==> config.mk <==
export PLATFORM = sky130hd
export DESIGN_NAME = cube_direction_to_face
export DESIGN_NICKNAME = d
export VERILOG_FILES = /design/src/hdl/cdf_pkg.sv /design/src/hdl/cube_direction_to_face.sv /design/src/hdl/cdf_select.sv /design/src/hdl/cdf_div_stage.sv /design/src/hdl/cdf_sign.sv
export SDC_FILE = /design/constraint.sdc
export NUM_CORES = 2
export LEC_CHECK = 0
export BUFFER_PORTS_ARGS = -buffer_cell sky130_fd_sc_hd__buf_2
export CAP_MARGIN = 5
export CORE_MARGIN = 4
export CORE_UTILIZATION = 45
export CTS_CLUSTER_DIAMETER = 40
export DETAILED_ROUTE_END_ITERATION = 6
export PLACE_DENSITY = 0.68
export SYNTH_ARGS = -nofsm -noshare
export SYNTH_HDL_FRONTEND = slang
export SYNTH_SLANG_ARGS = --single-unit
==> constraint.sdc <==
create_clock -name clk -period 9.1 [get_ports clk]
set_clock_uncertainty 0.05 [all_clocks]
set_input_delay 0.91 -clock clk [delete_from_list [all_inputs] [get_ports clk]]
set_output_delay 0.91 -clock clk [all_outputs]
set_load 0.02 [all_outputs]
==> src/hdl/cdf_pkg.sv <==
`timescale 1ns / 1ps

package cdf_pkg;

  localparam int COMP_BITS       = 16;
  localparam int FRAC_BITS       = 14;
  localparam int COORD_BITS      = FRAC_BITS + 2;
  localparam int MAG_BITS        = COMP_BITS;
  localparam int QUO_BITS        = FRAC_BITS + 1;
  localparam int STEPS_PER_STAGE = 3;
  localparam int DIV_STAGES      = (FRAC_BITS + STEPS_PER_STAGE - 1) / STEPS_PER_STAGE;
  localparam int STEP_BITS       = $clog2(FRAC_BITS + 1);

  typedef enum logic [2:0] {
    FACE_PX = 3'd0,
    FACE_NX = 3'd1,
    FACE_PY = 3'd2,
    FACE_NY = 3'd3,
    FACE_PZ = 3'd4,
    FACE_NZ = 3'd5
  } face_t;

  typedef struct packed {
    logic signed [COMP_BITS-1:0] dir_x;
    logic signed [COMP_BITS-1:0] dir_y;
    logic signed [COMP_BITS-1:0] dir_z;
  } in_t;

  typedef struct packed {
    logic [2:0]                   face;
    logic signed [COORD_BITS-1:0] coord_u;
    logic signed [COORD_BITS-1:0] coord_v;
    logic                         invalid;
  } out_t;

  // one quotient lane of the restoring divider
  typedef struct packed {
    logic [MAG_BITS-1:0] rem;
    logic [QUO_BITS-1:0] quo;
    logic                neg;
  } lane_t;

  typedef struct packed {
    face_t               face;
    logic                invalid;
    logic [MAG_BITS-1:0] major;
    logic [STEP_BITS-1:0] step;
    lane_t               u;
    lane_t               v;
  } work_t;

  function automatic logic [MAG_BITS-1:0] magnitude(input logic [COMP_BITS-1:0] c);
    magnitude = c[COMP_BITS-1] ? (~c + COMP_BITS'(1)) : c;
  endfunction

  // shift remainder, trial-subtract the major magnitude, shift in one quotient bit
  function automatic lane_t div_step(input lane_t l, input logic [MAG_BITS-1:0] major);
    logic [MAG_BITS:0] rem2;
    logic [MAG_BITS:0] diff;
    logic              take;
    lane_t             r;
    rem2  = {l.rem, 1'b0};
    diff  = rem2 - {1'b0, major};
    take  = (rem2 >= {1'b0, major});
    r     = l;
    r.rem = take ? diff[MAG_BITS-1:0] : rem2[MAG_BITS-1:0];
    r.quo = {l.quo[QUO_BITS-2:0], take};
    div_step = r;
  endfunction

endpackage

==> src/hdl/cube_direction_to_face.sv <==
`timescale 1ns / 1ps

// Cube map face selection. Takes one direction request per cycle while in_stall is low
// and returns the face (0 +x, 1 -x, 2 +y, 3 -y, 4 +z, 5 -z) with two Q1.14 face
// coordinates, truncated toward zero; an all-zero vector gives face 5, zero coordinates
// and invalid set. One stage picks the major axis, the restoring dividers produce
// up to three quotient bits per stage over DIV_STAGES stages, and a last stage
// applies the signs. Each stage holds its request only while the stage after it is
// full and stalled, so bubbles close up under stall.
module cube_direction_to_face (
  input  logic           clk,
  input  logic           rst_n,
  input  logic           in_valid,
  output logic           in_stall,
  input  cdf_pkg::in_t   in_data,
  output logic           out_valid,
  input  logic           out_stall,
  output cdf_pkg::out_t  out_data
);

  logic           vld   [cdf_pkg::DIV_STAGES+1];
  logic           stl   [cdf_pkg::DIV_STAGES+1];
  cdf_pkg::work_t wrk   [cdf_pkg::DIV_STAGES+1];

  cdf_select u_select (
    .clk      (clk),
    .rst_n    (rst_n),
    .up_valid (in_valid),
    .up_stall (in_stall),
    .up_data  (in_data),
    .dn_valid (vld[0]),
    .dn_stall (stl[0]),
    .dn_data  (wrk[0])
  );

  for (genvar g = 0; g < cdf_pkg::DIV_STAGES; g++) begin : g_div
    cdf_div_stage u_div (
      .clk      (clk),
      .rst_n    (rst_n),
      .up_valid (vld[g]),
      .up_stall (stl[g]),
      .up_data  (wrk[g]),
      .dn_valid (vld[g+1]),
      .dn_stall (stl[g+1]),
      .dn_data  (wrk[g+1])
    );
  end

  cdf_sign u_sign (
    .clk      (clk),
    .rst_n    (rst_n),
    .up_valid (vld[cdf_pkg::DIV_STAGES]),
    .up_stall (stl[cdf_pkg::DIV_STAGES]),
    .up_data  (wrk[cdf_pkg::DIV_STAGES]),
    .dn_valid (out_valid),
    .dn_stall (out_stall),
    .dn_data  (out_data)
  );

  localparam logic signed [cdf_pkg::COORD_BITS-1:0] ONE =
    cdf_pkg::COORD_BITS'(1) << cdf_pkg::FRAC_BITS;

  a_zero_vector: assert property (@(posedge clk) disable iff (!rst_n)
    out_valid && out_data.invalid |->
      out_data.coord_u == '0 && out_data.coord_v == '0 &&
      out_data.face == cdf_pkg::FACE_NZ)
    else $error("zero vector result malformed");

  a_coord_range: assert property (@(posedge clk) disable iff (!rst_n)
    out_valid |->
      out_data.coord_u <= ONE && out_data.coord_u >= -ONE &&
      out_data.coord_v <= ONE && out_data.coord_v >= -ONE)
    else $error("face coordinate outside [-1,1]");

  a_reset_empty: assert property (@(posedge clk)
    !rst_n |=> !out_valid)
    else $error("result valid straight after reset");

endmodule

==> src/hdl/cdf_select.sv <==
`timescale 1ns / 1ps

module cdf_select (
  input  logic            clk,
  input  logic            rst_n,
  input  logic            up_valid,
  output logic            up_stall,
  input  cdf_pkg::in_t    up_data,
  output logic            dn_valid,
  input  logic            dn_stall,
  output cdf_pkg::work_t  dn_data
);

  logic                          valid_r;
  cdf_pkg::work_t                data_r;
  cdf_pkg::work_t                data_nxt;
  logic [cdf_pkg::MAG_BITS-1:0]  ax;
  logic [cdf_pkg::MAG_BITS-1:0]  ay;
  logic [cdf_pkg::MAG_BITS-1:0]  az;
  logic [cdf_pkg::MAG_BITS-1:0]  mu;
  logic [cdf_pkg::MAG_BITS-1:0]  mv;
  logic                          x_neg;
  logic                          y_neg;
  logic                          z_neg;
  logic                          q0_u;
  logic                          q0_v;

  assign x_neg = up_data.dir_x[cdf_pkg::COMP_BITS-1];
  assign y_neg = up_data.dir_y[cdf_pkg::COMP_BITS-1];
  assign z_neg = up_data.dir_z[cdf_pkg::COMP_BITS-1];
  assign ax    = cdf_pkg::magnitude(up_data.dir_x);
  assign ay    = cdf_pkg::magnitude(up_data.dir_y);
  assign az    = cdf_pkg::magnitude(up_data.dir_z);

  always_comb begin
    data_nxt         = '0;
    data_nxt.invalid = (ax == '0) && (ay == '0) && (az == '0);
    mu               = ax;
    mv               = ay;
    if (ax > ay && ax > az) begin
      data_nxt.major = ax;
      mu             = az;
      mv             = ay;
      data_nxt.v.neg = !y_neg;
      if (!x_neg) begin
        data_nxt.face  = cdf_pkg::FACE_PX;
        data_nxt.u.neg = !z_neg;
      end else begin
        data_nxt.face  = cdf_pkg::FACE_NX;
        data_nxt.u.neg = z_neg;
      end
    end else if (ay > az) begin
      data_nxt.major = ay;
      mu             = ax;
      mv             = az;
      data_nxt.u.neg = x_neg;
      if (!y_neg) begin
        data_nxt.face  = cdf_pkg::FACE_PY;
        data_nxt.v.neg = z_neg;
      end else begin
        data_nxt.face  = cdf_pkg::FACE_NY;
        data_nxt.v.neg = !z_neg;
      end
    end else begin
      // a zero vector lands here too and reports the negative z face
      data_nxt.major = az;
      mu             = ax;
      mv             = ay;
      data_nxt.v.neg = !y_neg;
      if (!z_neg && az != '0) begin
        data_nxt.face  = cdf_pkg::FACE_PZ;
        data_nxt.u.neg = x_neg;
      end else begin
        data_nxt.face  = cdf_pkg::FACE_NZ;
        data_nxt.u.neg = !x_neg;
      end
    end
    // integer quotient bit: a minor can only reach the major by equalling it
    q0_u             = (mu == data_nxt.major);
    q0_v             = (mv == data_nxt.major);
    data_nxt.u.quo   = cdf_pkg::QUO_BITS'(q0_u);
    data_nxt.v.quo   = cdf_pkg::QUO_BITS'(q0_v);
    data_nxt.u.rem   = q0_u ? '0 : mu;
    data_nxt.v.rem   = q0_v ? '0 : mv;
    data_nxt.step    = '0;
  end

  assign up_stall = valid_r && dn_stall;

  always_ff @(posedge clk) begin
    if (!rst_n) begin
      valid_r <= 1'b0;
    end else if (!up_stall) begin
      valid_r <= up_valid;
    end
  end

  always_ff @(posedge clk) begin
    if (!up_stall && up_valid) begin
      data_r <= data_nxt;
    end
  end

  assign dn_valid = valid_r;
  assign dn_data  = data_r;

endmodule

==> src/hdl/cdf_div_stage.sv <==
`timescale 1ns / 1ps

module cdf_div_stage (
  input  logic            clk,
  input  logic            rst_n,
  input  logic            up_valid,
  output logic            up_stall,
  input  cdf_pkg::work_t  up_data,
  output logic            dn_valid,
  input  logic            dn_stall,
  output cdf_pkg::work_t  dn_data
);

  logic           valid_r;
  cdf_pkg::work_t data_r;
  cdf_pkg::work_t data_nxt;

  always_comb begin
    data_nxt = up_data;
    for (int s = 0; s < cdf_pkg::STEPS_PER_STAGE; s++) begin
      // stop once every fraction bit is produced
      if (data_nxt.step < cdf_pkg::STEP_BITS'(cdf_pkg::FRAC_BITS)) begin
        data_nxt.u    = cdf_pkg::div_step(data_nxt.u, data_nxt.major);
        data_nxt.v    = cdf_pkg::div_step(data_nxt.v, data_nxt.major);
        data_nxt.step = data_nxt.step + cdf_pkg::STEP_BITS'(1);
      end
    end
  end

  assign up_stall = valid_r && dn_stall;

  always_ff @(posedge clk) begin
    if (!rst_n) begin
      valid_r <= 1'b0;
    end else if (!up_stall) begin
      valid_r <= up_valid;
    end
  end

  always_ff @(posedge clk) begin
    if (!up_stall && up_valid) begin
      data_r <= data_nxt;
    end
  end

  assign dn_valid = valid_r;
  assign dn_data  = data_r;

endmodule

==> src/hdl/cdf_sign.sv <==
`timescale 1ns / 1ps

module cdf_sign (
  input  logic            clk,
  input  logic            rst_n,
  input  logic            up_valid,
  output logic            up_stall,
  input  cdf_pkg::work_t  up_data,
  output logic            dn_valid,
  input  logic            dn_stall,
  output cdf_pkg::out_t   dn_data
);

  logic                            valid_r;
  cdf_pkg::out_t                   data_r;
  cdf_pkg::out_t                   data_nxt;
  logic [cdf_pkg::COORD_BITS-1:0]  qu;
  logic [cdf_pkg::COORD_BITS-1:0]  qv;

  assign qu = cdf_pkg::COORD_BITS'(up_data.u.quo);
  assign qv = cdf_pkg::COORD_BITS'(up_data.v.quo);

  always_comb begin
    data_nxt         = '0;
    data_nxt.face    = up_data.face;
    data_nxt.invalid = up_data.invalid;
    // drop the divider result for a zero vector
    if (!up_data.invalid) begin
      data_nxt.coord_u = up_data.u.neg ? -qu : qu;
      data_nxt.coord_v = up_data.v.neg ? -qv : qv;
    end
  end

  assign up_stall = valid_r && dn_stall;

  always_ff @(posedge clk) begin
    if (!rst_n) begin
      valid_r <= 1'b0;
    end else if (!up_stall) begin
      valid_r <= up_valid;
    end
  end

  always_ff @(posedge clk) begin
    if (!up_stall && up_valid) begin
      data_r <= data_nxt;
    end
  end

  assign dn_valid = valid_r;
  assign dn_data  = data_r;

endmodule
Yosys cells after proc, flatten, opt, wreduce, memory -nomap -nowiden --
Index checks and enable logic that the tools add are counted.
Word-level totals: flip-flop bits (word level) 419, input port bits 52, output and inout bits 38, logic and storage cells 223
Operators by class: add/sub/neg operators 31, order comparisons 31, equality and inequality tests 2, mux-type cells 48, bitwise logic cells 5, reduce and logical (&&, ||, !) cells 34
Operator list (number):
- $mux 16 | 34
- $ge 17x16->1 | 28
- $sub 16x16->16 | 26
- $add 16x1->16 const B | 3
- $gt 16x16->1 | 3
- $logic_not 16->1 | 3
- $not 16->16 | 3
- $eq 16x16->1 | 2
- $neg 15->16 | 2
- $mux 15 | 2
- $logic_and 1x1->1 | 18
- $reduce_bool 16->1 | 1
- $logic_not 1->1 | 10
- $mux 1 | 10
- $mux 3 | 2
- $reduce_or 2->1 | 2
- $not 1->1 | 2

Longest topological paths before layout --
depth after elaboration 9, mapped depth 37, gate-level depth less buffers 33

Cells and area by module --
A second synthesis with hierarchy kept.
Second synthesis, totals: cell total of the unflattened synthesis 7433, area, all modules 61436.4 µm²
By module, submodules not included:
- cdf_div_stage at g_div[0].u_div ... | instances 3, cells each 1307, area each 10772.8 µm², seq. area each 2662.6 µm²
- cdf_div_stage at g_div[4].u_div | instances 1, cells each 1346, area each 10784.1 µm², seq. area each 2662.6 µm²
- cdf_div_stage at g_div[2].u_div | instances 1, cells each 1314, area each 10314.9 µm², seq. area each 2662.6 µm²
- cdf_select | instances 1, cells each 691, area each 6113.4 µm², seq. area each 1701.6 µm²
- cdf_sign | instances 1, cells each 161, area each 1905.6 µm², seq. area each 1101.1 µm²

Worst setup path before layout --
No wires, ideal clock.
kind flip-flop to flip-flop, start register u_select.data_r, in the netlist u_select.dn_data[69], end register g_div[0].u_div.data_r, in the netlist g_div[0].u_div.dn_data[23] (data pin), library setup time 260 ps, arrival 7970 ps, required time 8790 ps, setup slack 820 ps, cell stages (with the launch flop) 36, clock period less this slack 8280 ps, cell sequence edfxtp_1 inv_1 ha_1 nor2b_1 o31a_1 o21a_1 a221oi_2 a31oi_1 nor2_1 inv_1 buf_1 mux2_2 ha_1 clkbuf_1 a21o_1 a21o_1 or3_1 a2bb2oi_1 a211oi_1 o21ai_0 a211oi_4 inv_2 clkbuf_1 a21oi_1 ha_1 and2_1 or2_2 a21o_1 a41o_1 a211o_1 a21o_1 nor4_1 or2_1 buf_4 buf_6 mux2_2
RTL lines:
- start: declaration | line cdf_select.sv:15 | cdf_pkg::work_t data_r;
- start signal: assignment | line cdf_select.sv:100 | data_r <= data_nxt;
- end signal: assignment | line cdf_div_stage.sv:42 | data_r <= data_nxt;
- end: declaration | line cdf_div_stage.sv:15 | cdf_pkg::work_t data_r;

==> flow_summary.ini <==
[status]
outcome = finished clean

[grt]
grt_remaining_overflow = 0
grt_pass1_vias = 32400
grt_first_pass_wirelength_um = 181000
gr-usage-all-layers_pct = 23.8
antenna_found_initial = 1
grt_start_max_net_pins = 75

[timing]
slew_viol_final = 0
post-route-min-period_ps = 8640
finalHoldViolCount = 0
period_share_pct = 95.0
fmax_ghz = 0.116
tns_ps = 0
hold-worst-slack_ps = 337
setup_violations = 0
rsz0062_at_grt = false
worst_slew_pin_slew_ps = 1150
maxSlewHeadroom_pct = 22.8

[clock_network]
clock-sinks = 419
cts_buffer_depth = 3
numCtsBuffers = 68
htree_levels = 3
cts.reportedPaths.clkPinSlew_ps = 60
holdBufCountCts = 0
insertion_delay_ps = 630
cts_tree = yes
root_buffer = clkbuf_16

[final_layout]
most-common-layout-cells = ha_1, edfxtp_1, a21oi_1
diodes = 0
final_common_cell = ha_1
fillers = 8229
final-seq-area_um2 = 12500
syn_to_final_growth_pct = 12.2
multi_input_area_um2 = 27200
fin_nets = 5060
drive_gt1_share_pct = 14.4

[synthesis]
postSynthAreaPerCell_um2 = 9.42
yosysUniqueCellTypes = 100
synth-async-reset-ratio_pct = 0
ys.flop_type = edfxtp_1
yosysTopAreaCellShare_pct = 30.3
yosysSeqAreaShare_pct = 30.6
synth_top_cell_by_area = edfxtp_1
yosysWarnings = 0
syn-num-nets = 4890
syn_inst = 4343
synth_seq_cells = 419
synth_edf_count = 412
syn-cell-area_um2 = 40900
synthTopCellsByArea = edfxtp_1, ha_1, mux2_2, xnor2_1, a21oi_1

[floorplan]
die-area_um2 = 95800
rows = 110
pin_count = 90
die_width_um = 309
start_util_pct = 45.4
core-area_um2 = 90100
dieHeight_um = 309

[min_path]
hold_class = reg -> reg

[drt]
wl_um = 117000
drtPass1Iterations = 6
routed-via-count = 34300
drcViolationCount = 0
drtAntennaViolNets = 0
drtIter0Drc = 2725
wl_per_cell_um = 20.3
vias_per_cell = 5.97

[place]
port_buffers = 89
hpwl_um = 91200
gp_congestion = 0.984

[flow_run]
cap_violations = 0

[critical_path]
arrival_ps = 8940
worstSetupStartpointType = flip-flop
path_class = reg -> reg
path_max_fanout = 10
end_kind = flip-flop
critPathSlowestCell = edfxtp_1
max_stage_delay_ps = 530
critical_path_required_ps = 9400
[layer usage]
metal	vias up	track usage, %	part of all wire (%)
met5	-	0	0
met4	0	9.87	4.6
met3	264	3.37	6.4
met2	1148	38.6	45
met1	16200	32.1	44
li1	16700	-	-
[path summary, 6_finish.rpt]
path                              start                          to  slack [ps]  cells past startpoint
max          g_div[2].u_div.dn_data[69]  g_div[3].u_div.dn_data[21]         460                     34
min                 u_select.dn_data[1]   g_div[0].u_div.dn_data[4]         340                      0
max reg2reg  g_div[2].u_div.dn_data[69]  g_div[3].u_div.dn_data[21]         460                     34
min reg2reg         u_select.dn_data[1]   g_div[0].u_div.dn_data[4]         340                      0
[timing repair]
| item | in CTS | in global routing |
|---|---|---|
| setup buffers | 0 | 9 |
| pin swaps | 0 | 1 |
| gates resized for setup | 1 | 15 |
| endpoints found under the setup margin | 3 | 64 |
[logic make-up after synthesis]
group | share of synthesized area (%)
xor gates and xnor gates | 8.95
muxes | 7.62
and+or+nand+nor | 13.5
buffers and inverters | 3.24
AOI/OAI and AO/OA | 20.8
adders and majority gates | 15.3
DFF | 30.6
[area by class of cell]
cell class | count | area share (%)
multi-input combinational | 3588 | 59.3
sequential | 419 | 27.3
clock buffer | 74 | 3.76
tap | 1176 | 3.21
timing repair buffer | 207 | 2.96
inverter | 229 | 1.90
clock inverter | 52 | 1.62
[synthesized netlist by cell type, types with 27 or more instances]
cell type,number
mux2i_1,38
nand2b_1,53
mux2_2,237
xor2_1,153
edfxtp_1,412
o21bai_1,49
a21o_1,181
nand4_1,60
inv_1,225
nor2_1,324
nor3_1,79
o31ai_1,31
a211oi_1,37
a31oi_1,45
o21ai_0,248
or3_1,43
a21oi_1,355
xnor2_1,265
ha_1,485
nand2_1,226
clkbuf_1,67
o21a_1,85
and3_1,29
and2_1,27
nand3_1,88
a211o_1,31
nor4_1,30
nor2b_1,67
[state kept, by name, indices dropped and copies added, names as in the netlist]
signal	count
g_div.u_div.dn_data	320
u_select.dn_data	56
u_sign.dn_data	36
g_div.u_div.dn_valid	5
u_select.dn_valid	1
u_sign.dn_valid	1
[critical path, delay by kind of cell, from the launching register on]
kind,cells,cell delay [ps]
AO/OA/AOI/OAI,18,4300
adder cells (fa/ha/maj),3,1030
buffers and inverters,5,780
flip-flops,1,530
multiplexers,1,310
AND/OR/NAND/NOR,7,1380
[stage by stage]
| stage | area (um^2) | instances | worst slack [ps] | utilization (%) |
|---|---|---|---|---|
| floorplan | 40900 | 4343 | 820 | - |
| global placement | 43300 | 5610 | 91.1 | 48.0 |
| detailed placement | 43300 | 5610 | 54.5 | 48.0 |
| CTS | 45700 | 5736 | 76.7 | 50.7 |
| global route | 45900 | 5745 | 14.1 | 50.9 |
| finish | 45900 | 5745 | 455 | 50.9 |
Power is left out: the tool's default activity adds up to more than one toggle a clock period on the data nets, which glitch-free logic cannot reach.
